<file path="config.mk">
export PLATFORM = sky130hd
export DESIGN_NAME = delay_based_window_sender_unit
export DESIGN_NICKNAME = d
export VERILOG_FILES = /design/src/dbws_pkg.sv /design/src/dbws_front.sv /design/src/dbws_fifo.sv /design/src/dbws_emit.sv /design/src/delay_based_window_sender_unit.sv
export SDC_FILE = /design/constraint.sdc
export NUM_CORES = 2
export LEC_CHECK = 0
export BUFFER_PORTS_ARGS = -buffer_cell sky130_fd_sc_hd__buf_2
export CAP_MARGIN = 15
export CELL_PAD_IN_SITES_DETAIL_PLACEMENT = 1
export CELL_PAD_IN_SITES_GLOBAL_PLACEMENT = 2
export CORE_MARGIN = 2
export CORE_UTILIZATION = 42
export DETAILED_ROUTE_END_ITERATION = 8
export GPL_ROUTABILITY_DRIVEN = 1
export PLACE_DENSITY_LB_ADDON = 0.08
export SYNTH_ARGS = -nofsm -noshare
export SYNTH_HDL_FRONTEND = slang
export SYNTH_SLANG_ARGS = --single-unit
</file>
<file path="constraint.sdc">
create_clock -name clk -period 11.92 [get_ports clk]
set_input_delay 0.596 -clock clk [delete_from_list [all_inputs] [get_ports clk]]
set_output_delay 0.596 -clock clk [all_outputs]
set_load 0.02 [all_outputs]
</file>
<file path="src/dbws_pkg.sv">
// Shared types and constants of the delay-based window sender.
// Depends on nothing; used by every other file of the block.
`default_nettype none

package dbws_pkg;

	// Widths of the datapath
	localparam int unsigned CFG_W   = 34;  // widest configuration register
	localparam int unsigned CNT_W   = 7;   // burst count, holds up to 127
	localparam int unsigned QDEPTH  = 2;   // job queue entries

	localparam int unsigned MAX_BURST_DEF = 64;

	// Register map
	typedef enum logic [2:0] {
		REG_LOWER_RTT    = 3'd0,
		REG_UPPER_RTT    = 3'd1,
		REG_LOWER_WINDOW = 3'd2,
		REG_UPPER_WINDOW = 3'd3,
		REG_INTERVAL     = 3'd4,
		REG_OWN_ID       = 3'd5,
		REG_SERVER_MODE  = 3'd6,
		REG_REMOTE_KNOWN = 3'd7
	} reg_idx_t;

	// Input opcodes
	localparam logic OP_ACK  = 1'b0;
	localparam logic OP_TICK = 1'b1;

	// Result kinds
	typedef enum logic [2:0] {
		KIND_ACK       = 3'd0,
		KIND_STRAY     = 3'd1,
		KIND_OTHER     = 3'd2,
		KIND_DATA      = 3'd3,
		KIND_IDLE_TICK = 3'd4
	} kind_t;

	// Reset values of the registers and the state
	localparam logic [33:0] LOWER_RTT_RST    = 34'd50000000;
	localparam logic [33:0] UPPER_RTT_RST    = 34'd100000000;
	localparam logic [15:0] LOWER_WINDOW_RST = 16'd50;
	localparam logic [15:0] UPPER_WINDOW_RST = 16'd1000;
	localparam logic [29:0] INTERVAL_RST     = 30'd1000000;

	localparam logic [29:0] WAIT_MAX    = 30'd1000000000;
	localparam logic [15:0] SHRINK_STEP = 16'd20;
	localparam logic [16:0] GUARD_STEP  = 17'd10;

	// One job handed from the classifier to the emitter
	typedef struct packed {
		kind_t              kind;
		logic [CNT_W-1:0]   count;      // results to emit, at least one
		logic [30:0]        seq_start;
		logic [62:0]        pkt_stamp;
		logic [15:0]        window;
		logic [31:0]        max_ack;
		logic [29:0]        wait_ns;
		logic               roam;
		logic [16:0]        foreign;
	} job_t;

endpackage

`default_nettype wire

</file>
<file path="src/dbws_front.sv">
// Front end: configuration registers, sender state, item classification.
// Turns each accepted ack or tick into one job. Depends on dbws_pkg.
`default_nettype none

module dbws_front #(
	parameter int unsigned MAX_BURST = dbws_pkg::MAX_BURST_DEF
) (
	input  wire                          clk,
	input  wire                          arst_n,
	input  wire                          in_valid,
	output logic                         in_ready,
	input  wire                          opcode,
	input  wire  [62:0]                  now_ns,
	input  wire  signed [31:0]           packet_sequence,
	input  wire  [15:0]                  packet_sender,
	input  wire  signed [31:0]           acked_number,
	input  wire  [62:0]                  echoed_send_time_ns,
	input  wire                          cfg_we,
	input  wire  [2:0]                   cfg_idx,
	input  wire  [dbws_pkg::CFG_W-1:0]   cfg_data,
	output logic                         job_valid,
	input  wire                          job_ready,
	output dbws_pkg::job_t               job
);

	typedef enum logic [2:0] {
		ST_IDLE,
		ST_EVAL,
		ST_UPDATE,
		ST_SETTLE,
		ST_PUSH
	} state_t;

	state_t state_q;

	// Configuration
	logic [33:0] lower_rtt_q, upper_rtt_q;
	logic [15:0] lower_window_q, upper_window_q, own_id_q;
	logic [29:0] interval_q;
	logic        server_q, remote_q;

	// Sender state
	logic [15:0]        window_q;
	logic [31:0]        packets_sent_q;
	logic [31:0]        max_ack_q;
	logic signed [16:0] foreign_q;
	logic [63:0]        next_send_q;

	// Captured item
	logic        op_q;
	logic [62:0] now_q, echo_q;
	logic [31:0] pseq_q, acked_q;
	logic [15:0] sender_q;

	// Intermediate results
	logic signed [63:0]        rtt_q;
	logic [31:0]               outs_q;
	logic [63:0]               cand_q;
	logic                      late_q;
	logic                      roam_q;
	logic                      own_ack_q;
	dbws_pkg::kind_t           kind_q;
	logic [dbws_pkg::CNT_W-1:0] cnt_q;
	logic [31:0]               seq_start_q;
	logic [63:0]               diff_q;
	logic                      due_q;

	logic [63:0]                now64;
	logic                       is_ack, is_own, fill, grow, shrink, after_full;
	logic [32:0]                amount;
	logic [dbws_pkg::CNT_W-1:0] burst;
	logic [15:0]                window_shrunk;
	logic [29:0]                wait_c;

	assign now64  = {1'b0, now_q};
	assign is_ack = (pseq_q == 32'hFFFF_FFFF);
	assign is_own = (sender_q == own_id_q);

	// Window fill decision and burst size
	assign fill   = $signed({outs_q[31], outs_q}) < $signed({17'd0, window_q});
	assign amount = {17'd0, window_q} - {outs_q[31], outs_q};
	assign burst  = (amount > 33'(MAX_BURST)) ? dbws_pkg::CNT_W'(MAX_BURST)
	                                          : amount[dbws_pkg::CNT_W-1:0];

	// Window grow and shrink rules
	assign grow   = (rtt_q < $signed({30'd0, lower_rtt_q})) && (window_q < upper_window_q);
	assign shrink = (rtt_q > $signed({30'd0, upper_rtt_q}))
	             && ({1'b0, window_q} > ({1'b0, lower_window_q} + dbws_pkg::GUARD_STEP));
	assign window_shrunk = (window_q > dbws_pkg::SHRINK_STEP)
	                     ? window_q - dbws_pkg::SHRINK_STEP : 16'd0;

	// Wait time, from the state left by the tick
	assign after_full = !($signed({outs_q[31], outs_q}) < $signed({17'd0, window_q}));
	always_comb begin
		if (op_q == dbws_pkg::OP_ACK) begin
			wait_c = '0;
		end else if (!remote_q) begin
			wait_c = dbws_pkg::WAIT_MAX;
		end else if (!after_full || due_q) begin
			wait_c = '0;
		end else if (diff_q > {34'd0, dbws_pkg::WAIT_MAX}) begin
			wait_c = dbws_pkg::WAIT_MAX;
		end else begin
			wait_c = diff_q[29:0];
		end
	end

	// Job toward the queue
	assign in_ready  = (state_q == ST_IDLE);
	assign job_valid = (state_q == ST_PUSH);
	always_comb begin
		job.kind      = kind_q;
		job.count     = cnt_q;
		job.seq_start = seq_start_q[30:0];
		job.pkt_stamp = (kind_q == dbws_pkg::KIND_DATA) ? now_q : 63'd0;
		job.window    = window_q;
		job.max_ack   = max_ack_q;
		job.wait_ns   = wait_c;
		job.roam      = roam_q;
		job.foreign   = foreign_q;
	end

	// Capture the accepted item
	always_ff @(posedge clk) begin
		if (in_valid && in_ready) begin
			op_q     <= opcode;
			now_q    <= now_ns;
			pseq_q   <= packet_sequence;
			sender_q <= packet_sender;
			acked_q  <= acked_number;
			echo_q   <= echoed_send_time_ns;
		end
	end

	// Sequencer, state and configuration
	always_ff @(posedge clk or negedge arst_n) begin
		if (!arst_n) begin
			state_q        <= ST_IDLE;
			lower_rtt_q    <= dbws_pkg::LOWER_RTT_RST;
			upper_rtt_q    <= dbws_pkg::UPPER_RTT_RST;
			lower_window_q <= dbws_pkg::LOWER_WINDOW_RST;
			upper_window_q <= dbws_pkg::UPPER_WINDOW_RST;
			interval_q     <= dbws_pkg::INTERVAL_RST;
			own_id_q       <= '0;
			server_q       <= 1'b0;
			remote_q       <= 1'b0;
			window_q       <= dbws_pkg::LOWER_WINDOW_RST;
			packets_sent_q <= '0;
			max_ack_q      <= '1;
			foreign_q      <= '1;
			next_send_q    <= '0;
			rtt_q          <= '0;
			outs_q         <= '0;
			cand_q         <= '0;
			late_q         <= 1'b0;
			roam_q         <= 1'b0;
			own_ack_q      <= 1'b0;
			kind_q         <= dbws_pkg::KIND_IDLE_TICK;
			cnt_q          <= '0;
			seq_start_q    <= '0;
			diff_q         <= '0;
			due_q          <= 1'b0;
		end else begin
			case (state_q)
				ST_IDLE: begin
					if (in_valid) begin
						state_q <= ST_EVAL;
					end
				end
				// Round trip, outstanding count, next deadline, roam check
				ST_EVAL: begin
					rtt_q  <= $signed(now64 - {1'b0, echo_q});
					outs_q <= packets_sent_q - max_ack_q - 32'd1;
					cand_q <= now64 + {34'd0, interval_q};
					late_q <= (next_send_q < now64);
					roam_q <= 1'b0;
					if (op_q == dbws_pkg::OP_ACK && is_ack && server_q
					    && ($signed({1'b0, sender_q}) > foreign_q)) begin
						foreign_q <= $signed({1'b0, sender_q});
						roam_q    <= 1'b1;
					end
					state_q <= ST_UPDATE;
				end
				// Apply the ack, or size the burst of the tick
				ST_UPDATE: begin
					cnt_q       <= dbws_pkg::CNT_W'(1);
					seq_start_q <= '0;
					own_ack_q   <= 1'b0;
					if (op_q == dbws_pkg::OP_ACK) begin
						if (!is_ack) begin
							kind_q <= dbws_pkg::KIND_STRAY;
						end else if (!is_own) begin
							kind_q <= dbws_pkg::KIND_OTHER;
						end else begin
							kind_q    <= dbws_pkg::KIND_ACK;
							own_ack_q <= 1'b1;
							if ($signed(acked_q) > $signed(max_ack_q)) begin
								max_ack_q <= acked_q;
							end
							if (grow) begin
								window_q <= window_q + 16'd1;
							end
						end
					end else if (!remote_q) begin
						kind_q <= dbws_pkg::KIND_IDLE_TICK;
					end else if (fill) begin
						kind_q         <= dbws_pkg::KIND_DATA;
						cnt_q          <= burst;
						seq_start_q    <= packets_sent_q;
						packets_sent_q <= packets_sent_q + 32'(burst);
						next_send_q    <= cand_q;
					end else if (late_q) begin
						kind_q         <= dbws_pkg::KIND_DATA;
						seq_start_q    <= packets_sent_q;
						packets_sent_q <= packets_sent_q + 32'd1;
						next_send_q    <= cand_q;
					end else begin
						kind_q <= dbws_pkg::KIND_IDLE_TICK;
					end
					state_q <= ST_SETTLE;
				end
				// Shrink after grow; prepare the wait time
				ST_SETTLE: begin
					if (own_ack_q && shrink) begin
						window_q <= window_shrunk;
					end
					outs_q  <= packets_sent_q - max_ack_q - 32'd1;
					diff_q  <= next_send_q - now64;
					due_q   <= (next_send_q <= now64);
					state_q <= ST_PUSH;
				end
				ST_PUSH: begin
					if (job_ready) begin
						state_q <= ST_IDLE;
					end
				end
				default: begin
					state_q <= ST_IDLE;
				end
			endcase

			// The user must write registers only while the block is idle; the block itself does not enforce it
			if (cfg_we) begin
				case (cfg_idx)
					dbws_pkg::REG_LOWER_RTT:    lower_rtt_q <= cfg_data[33:0];
					dbws_pkg::REG_UPPER_RTT:    upper_rtt_q <= cfg_data[33:0];
					dbws_pkg::REG_LOWER_WINDOW: begin
						lower_window_q <= cfg_data[15:0];
						window_q       <= cfg_data[15:0];
					end
					dbws_pkg::REG_UPPER_WINDOW: upper_window_q <= cfg_data[15:0];
					dbws_pkg::REG_INTERVAL:     interval_q <= cfg_data[29:0];
					dbws_pkg::REG_OWN_ID:       own_id_q <= cfg_data[15:0];
					dbws_pkg::REG_SERVER_MODE:  server_q <= cfg_data[0];
					dbws_pkg::REG_REMOTE_KNOWN: remote_q <= cfg_data[0];
					default: begin
					end
				endcase
			end
		end
	end

endmodule

`default_nettype wire

</file>
<file path="src/dbws_fifo.sv">
// Short job queue between the classifier and the emitter.
// Depends on dbws_pkg for the job type and depth.
`default_nettype none

module dbws_fifo (
	input  wire             clk,
	input  wire             arst_n,
	input  wire             wr_valid,
	output logic            wr_ready,
	input  dbws_pkg::job_t  wr_data,
	output logic            rd_valid,
	input  wire             rd_ready,
	output dbws_pkg::job_t  rd_data
);

	localparam int unsigned PTR_W = (dbws_pkg::QDEPTH > 1) ? $clog2(dbws_pkg::QDEPTH) : 1;
	localparam int unsigned CNT_W = $clog2(dbws_pkg::QDEPTH + 1);

	dbws_pkg::job_t mem_q [dbws_pkg::QDEPTH];
	logic [PTR_W-1:0] wptr_q, rptr_q;
	logic [CNT_W-1:0] fill_q;
	logic             push, pop;

	assign wr_ready = (fill_q != CNT_W'(dbws_pkg::QDEPTH));
	assign rd_valid = (fill_q != '0);
	assign rd_data  = mem_q[rptr_q];
	assign push     = wr_valid && wr_ready;
	assign pop      = rd_valid && rd_ready;

	// Store entries
	always_ff @(posedge clk) begin
		if (push) begin
			mem_q[wptr_q] <= wr_data;
		end
	end

	// Advance pointers and fill level
	always_ff @(posedge clk or negedge arst_n) begin
		if (!arst_n) begin
			wptr_q <= '0;
			rptr_q <= '0;
			fill_q <= '0;
		end else begin
			if (push) begin
				wptr_q <= (wptr_q == PTR_W'(dbws_pkg::QDEPTH - 1)) ? '0 : wptr_q + 1'b1;
			end
			if (pop) begin
				rptr_q <= (rptr_q == PTR_W'(dbws_pkg::QDEPTH - 1)) ? '0 : rptr_q + 1'b1;
			end
			if (push && !pop) begin
				fill_q <= fill_q + 1'b1;
			end else if (pop && !push) begin
				fill_q <= fill_q - 1'b1;
			end
		end
	end

endmodule

`default_nettype wire

</file>
<file path="src/dbws_emit.sv">
// Back end: expands one job into its results, one result per cycle
// unless the output stalls, into an output register. Depends on dbws_pkg.
`default_nettype none

module dbws_emit (
	input  wire                 clk,
	input  wire                 arst_n,
	input  wire                 job_valid,
	output logic                job_ready,
	input  dbws_pkg::job_t      job,
	output logic                out_valid,
	input  wire                 out_ready,
	output logic [2:0]          result_kind,
	output logic [30:0]         out_sequence,
	output logic [62:0]         out_send_time_ns,
	output logic [15:0]         window_now,
	output logic signed [31:0]  highest_ack,
	output logic [29:0]         wait_ns,
	output logic                roam_event,
	output logic signed [16:0]  foreign_sender,
	output logic                last_result
);

	dbws_pkg::job_t             cur_q;
	logic                       busy_q;
	logic [30:0]                seq_q;
	logic [dbws_pkg::CNT_W-1:0] rem_q;
	logic                       emit;

	assign job_ready = !busy_q;
	assign emit      = busy_q && (!out_valid || out_ready);

	// Load a job, then issue its results
	always_ff @(posedge clk or negedge arst_n) begin
		if (!arst_n) begin
			busy_q    <= 1'b0;
			out_valid <= 1'b0;
			seq_q     <= '0;
			rem_q     <= '0;
		end else begin
			if (!busy_q && job_valid) begin
				busy_q <= 1'b1;
				seq_q  <= job.seq_start;
				rem_q  <= job.count;
			end else if (emit) begin
				seq_q  <= seq_q + 31'd1;
				rem_q  <= rem_q - 1'b1;
				busy_q <= (rem_q != dbws_pkg::CNT_W'(1));
			end
			if (emit) begin
				out_valid <= 1'b1;
			end else if (out_ready) begin
				out_valid <= 1'b0;
			end
		end
	end

	// Job and result payload
	always_ff @(posedge clk) begin
		if (!busy_q && job_valid) begin
			cur_q <= job;
		end
		if (emit) begin
			result_kind      <= cur_q.kind;
			out_sequence     <= seq_q;
			out_send_time_ns <= cur_q.pkt_stamp;
			window_now       <= cur_q.window;
			highest_ack      <= cur_q.max_ack;
			wait_ns          <= cur_q.wait_ns;
			roam_event       <= cur_q.roam;
			foreign_sender   <= cur_q.foreign;
			last_result      <= (rem_q == dbws_pkg::CNT_W'(1));
		end
	end

endmodule

`default_nettype wire

</file>
<file path="src/delay_based_window_sender_unit.sv">
// Top level of the delay-based window sender: front end, job queue, emitter.
// Depends on dbws_pkg, dbws_front, dbws_fifo and dbws_emit.
//
// Each accepted ack or tick passes through the front end in order (accept,
// evaluate, update, settle, hand off); the front end takes no new item until
// it has handed off the last one, and the hand off waits for room in the job
// queue. The emitter then gives one result per cycle while the output is not
// stalled: one for an ack or an idle tick, and up to MAX_BURST data packets
// for a tick. The two-entry queue lets the front end classify the next items
// while a burst is still being sent.
`default_nettype none

module delay_based_window_sender_unit #(
	parameter int unsigned MAX_BURST = dbws_pkg::MAX_BURST_DEF
) (
	input  wire                          clk,
	input  wire                          arst_n,
	input  wire                          in_valid,
	output logic                         in_ready,
	input  wire                          opcode,
	input  wire  [62:0]                  now_ns,
	input  wire  signed [31:0]           packet_sequence,
	input  wire  [15:0]                  packet_sender,
	input  wire  signed [31:0]           acked_number,
	input  wire  [62:0]                  echoed_send_time_ns,
	input  wire                          cfg_we,
	input  wire  [2:0]                   cfg_idx,
	input  wire  [dbws_pkg::CFG_W-1:0]   cfg_data,
	output logic                         out_valid,
	input  wire                          out_ready,
	output logic [2:0]                   result_kind,
	output logic [30:0]                  out_sequence,
	output logic [62:0]                  out_send_time_ns,
	output logic [15:0]                  window_now,
	output logic signed [31:0]           highest_ack,
	output logic [29:0]                  wait_ns,
	output logic                         roam_event,
	output logic signed [16:0]           foreign_sender,
	output logic                         last_result
);

	logic           fr_valid, fr_ready, bk_valid, bk_ready;
	dbws_pkg::job_t fr_job, bk_job;

	dbws_front #(
		.MAX_BURST (MAX_BURST)
	) u_front (
		.clk                 (clk),
		.arst_n              (arst_n),
		.in_valid            (in_valid),
		.in_ready            (in_ready),
		.opcode              (opcode),
		.now_ns              (now_ns),
		.packet_sequence     (packet_sequence),
		.packet_sender       (packet_sender),
		.acked_number        (acked_number),
		.echoed_send_time_ns (echoed_send_time_ns),
		.cfg_we              (cfg_we),
		.cfg_idx             (cfg_idx),
		.cfg_data            (cfg_data),
		.job_valid           (fr_valid),
		.job_ready           (fr_ready),
		.job                 (fr_job)
	);

	dbws_fifo u_fifo (
		.clk      (clk),
		.arst_n   (arst_n),
		.wr_valid (fr_valid),
		.wr_ready (fr_ready),
		.wr_data  (fr_job),
		.rd_valid (bk_valid),
		.rd_ready (bk_ready),
		.rd_data  (bk_job)
	);

	dbws_emit u_emit (
		.clk              (clk),
		.arst_n           (arst_n),
		.job_valid        (bk_valid),
		.job_ready        (bk_ready),
		.job              (bk_job),
		.out_valid        (out_valid),
		.out_ready        (out_ready),
		.result_kind      (result_kind),
		.out_sequence     (out_sequence),
		.out_send_time_ns (out_send_time_ns),
		.window_now       (window_now),
		.highest_ack      (highest_ack),
		.wait_ns          (wait_ns),
		.roam_event       (roam_event),
		.foreign_sender   (foreign_sender),
		.last_result      (last_result)
	);

	// Only data packets come in bursts
	a_single_non_data: assert property (@(posedge clk) disable iff (!arst_n)
		out_valid && (result_kind != dbws_pkg::KIND_DATA) |-> last_result)
		else $error("non-data result is not the last of its transaction");

	// Non-data results carry no sequence number and no send time
	a_non_data_clean: assert property (@(posedge clk) disable iff (!arst_n)
		out_valid && (result_kind != dbws_pkg::KIND_DATA)
		|-> (out_sequence == 31'd0) && (out_send_time_ns == 63'd0))
		else $error("non-data result carries packet fields");

	// A burst continues in the next cycle with the next sequence number
	a_burst_next: assert property (@(posedge clk) disable iff (!arst_n)
		out_valid && out_ready && (result_kind == dbws_pkg::KIND_DATA) && !last_result
		|=> out_valid && (out_sequence == 31'($past(out_sequence) + 31'd1)))
		else $error("burst sequence broken");

endmodule

`default_nettype wire
</file>
==> out/qor.csv <==
stage,metric,value,unit
worst_setup_path,cpPeakStageDelay,750,ps
timing,fin_ws,5120,ps
synth,avgSynthCellArea,12.3,um2
timing,slew_headroom,21.7,%
worst_setup_path,crit_top_cell,a21o_1,
timing,post-route-period-util,57.1,%
worst_setup_path,cp_max_fo,13,
placement,portBuffers,444,
final_layout,final_layout_size_suffix_gt1_share,18.6,%
power,switchingPower,6.73,mW
clock_network,clk_pin_slew,60,ps
grt,globalRouteOverflowTotal,0,
clock_network,root_buffer,clkbuf_16,
timing,tightest_slew,1170,ps
run,cap_violations,0,
route,ant_nets,0,
worst_setup_path,start_kind,register,
floorplan,die_w,422,um
power,p_sw_share,35.3,%
synth,synth.distinct_cells,88,
final_layout,fin_area,0.0864,mm2
grt,first_global_vias,51800,
timing,fmax,147,MHz
grt,track_usage,23.4,%
worst_setup_path,slowest_stage,o21ai_1,
clock_network,insertion_delay,850,ps
route,wl,208,mm
route,vias,48500,
clock_network,cts_buffer_depth,3,
route,drt-initial-drc-count,2516,
clock_network,post_cts_buffers,0,
power,report.power.total,19.0,mW
floorplan,die-area,0.178,mm2
worst_setup_path,cp_top_family,compound AO/OA/AOI/OAI gates,
power,p_leak,35.5,nW
synth,async_flop_share,39.4,%
synth,syn-num-nets,6586,
power,irDropWorstVdd,0.169,mV
clock_network,cts_tree,yes,
placement,dp_hpwl,150,mm
floorplan,rows,153,
timing,setup_tns,0,ps
synth,ys.flop_type,edfxtp_1,
grt,antenna_found_initial,10,
outcome,outcome,"finished, final reports clean",
grt,grt_first_pass_wirelength,320,mm
timing,setup_viol_count_final,0,
placement,place_ws,5090,ps
clock_network,clock_sinks,1588,
timing,finalCriticalPeriod,6800,ps
power,p_int,12.3,mW
route,drc_errors,0,
timing,final_hold_viol_count,0,
floorplan,start_util,42.3,%
floorplan,die_h,422,um
power,p_comb_share,31.3,%
hold_path,hp-class,in -> reg,
timing,timing.hold.ws,148,ps
synth,synth_edf_count,963,
final_layout,final_nets,7277,
timing,fin_skew,29.5,ps
power,p_seq_share,40.2,%
hold_path,hp-start,cfg_data[2],
power,powerDensity,220,mW/mm2
worst_setup_path,crit_path_start,u_front.window_q[0],
floorplan,core-area,0.174,mm2
final_layout,fillers,18000,
route,via_per_inst,5.31,
route,wl_per_cell,22.8,um
placement,gp_congestion,0.865,
synth,ys_seq_area_share,60.8,%
synth,syn_inst,5965,
power,p_clk_share,28.6,%
worst_setup_path,r2r-start,u_front.window_q[0],
floorplan,pin_count,445,
synth,syn-cell-area,0.0735,mm2
worst_setup_path,critical_path.endpoint_type,register,
timing,rsz0062_at_grt,false,
grt,grt_start_max_net_pins,113,
final_layout,syn2layout_area_growth,17.6,%
timing,slew_violations,0,
synth,yosys_warnings,0,
placement,placed_area,0.0784,mm2
synth,synth_seq_cells,1588,
clock_network,htreeDepth,4,
clock_network,cts_buffers,174,
worst_setup_path,worstSetupPathType,reg -> reg,
worst_setup_path,crit_buf_inv,2,
route,dr.pass1.iters,5,
worst_setup_path,required,12620,ps
worst_setup_path,arrival,7500,ps
path summary, 6_finish.rpt:
check | slack, ps | cells past startpoint | end
worst max-delay path | 5120 | 25 | u_front.packets_sent_q[19]
worst min-delay path | 150 | 3 | u_front.lower_window_q[2]
worst max register to register | 5120 | 25 | u_front.packets_sent_q[19]
worst min register to register | 410 | 0 | u_emit.wait_ns[25]
max in group asynchronous | 9410 | 4 | u_fifo.rptr_q
min in group asynchronous | 280 | 2 | u_front.rtt_q[22]
synth_stat cells, types with 84 or more instances:
cell      count  area (um2)
a21o_1      174        1310
a21oi_1     298        1490
clkbuf_1    193         724
dfrtp_1     532       13300
dfstp_2      93        2440
edfxtp_1    963       28900
ha_1        366        4580
inv_1       352        1320
mux2_2      345        3880
nand2_1     593        2230
nand3_1     111         556
nand4_1      84         526
nor2_1      220         826
nor3_1      117         586
o21ai_0     440        2200
xnor2_1     160        1400
xor2_1      152        1330
placed cells by master (no fill, tap or decap), drive strengths merged, types with 93 or more instances in the layout:
cell and instances:
edfxtp 963, nand2 594, dfrtp 532, buf 500, o21ai 446, ha 366
inv 365, mux2 345, a21oi 299, dlygate4sd3 228, clkbuf 228, nor2 220
a21o 174, xnor2 160, xor2 152, nor3 117, nand3 111, dfstp 93
worst reg2reg max path, cell delays in order (launching register included):
cell	delay, ps
dfrtp_1	440
inv_1	200
ha_1	210
inv_1	60
fa_1	420
a211o_1	330
a2111oi_4	360
o21bai_2	160
a221oi_4	450
a21oi_2	180
mux2i_1	150
o22a_1	210
a311o_1	330
nor4b_4	410
nand2_2	190
nor2_1	250
ha_1	270
a21o_1	160
a21o_1	190
a21o_1	180
a21oi_1	220
nor2b_1	80
o21a_1	170
o21ai_1	750
nor2_1	150
xor2_1	180
sequential cells by signal, indices dropped and copies added, names as in the netlist, 32 cells and up:
name / count
u_front.now_q: 63
u_fifo.mem_q: 400
u_front.cand_q: 64
u_front.packets_sent_q: 32
u_front.acked_q: 32
u_front.echo_q: 63
u_front.lower_rtt_q: 34
u_front.max_ack_q: 32
u_emit.cur_q: 162
u_front.next_send_q: 64
u_front.upper_rtt_q: 34
u_front.outs_q: 32
u_emit.out_send_time_ns: 63
u_emit.highest_ack: 32
u_front.diff_q: 64
u_front.pseq_q: 32
u_front.rtt_q: 64
area by class of cell:
type | instances | area (um2) | share of cell area [%]
diodes | 1 | 2.50 | 0.00290
clock buffers | 228 | 4700 | 5.44
clock inverters | 101 | 1020 | 1.18
inverters | 352 | 1340 | 1.55
multi-input cells | 3812 | 26800 | 31.0
flip-flops and latches | 1588 | 44700 | 51.7
well taps | 2325 | 2910 | 3.37
repair buffers | 728 | 4950 | 5.74
metal layers:
layer  routed length, um  global-route usage, %  part of all wire [%]
met3                6250                   2.92                   3.0
met5                   0                      0                     0
met1               92200                   30.5                    44
met2              104000                   40.5                    50
met4                5970                   7.21                   2.9
power groups by stage:
stage	logic, mW	clock network, mW	registers, mW
6_report	5.95	5.44	7.65
5_1_grt	6.70	5.78	7.77
4_1_cts	6.02	5.57	7.66
3_5_place_dp	5.92	0	7.76
3_3_place_gp	5.82	0	7.72
2_1_floorplan	4.20	0	7.52
what timing repair did:
action	in CTS	in global routing
hold buffers	228	0
endpoints found under the hold margin	298	0
resized for setup	0	0
kinds of logic (layout without fill, tap and decap cells):
| logic type | Yosys count | count (layout) | synth area share, % |
|---|---|---|---|
| flip-flops | 1588 | 1588 | 60.8 |
| other | 0 | 1 | 0 |
| AO/OA/AOI/OAI | 1313 | 1313 | 11.3 |
| adder cells (fa/ha/maj) | 372 | 372 | 6.40 |
| multiplexers | 363 | 363 | 5.53 |
| XOR/XNOR | 312 | 312 | 3.72 |
| AND/OR/NAND/NOR | 1452 | 1452 | 9.40 |
| buffers and inverters | 565 | 1409 | 2.89 |
stage by stage:
stage | utilization, % | instances
4_1_cts | 49.7 | 9133
3_5_place_dp | 45.1 | 8576
5_1_grt | 49.7 | 9134
3_3_place_gp | 45.1 | 8576
6_report | 49.7 | 9135
2_1_floorplan | - | 5965
Note: power is estimated with default switching activity, not from simulation.
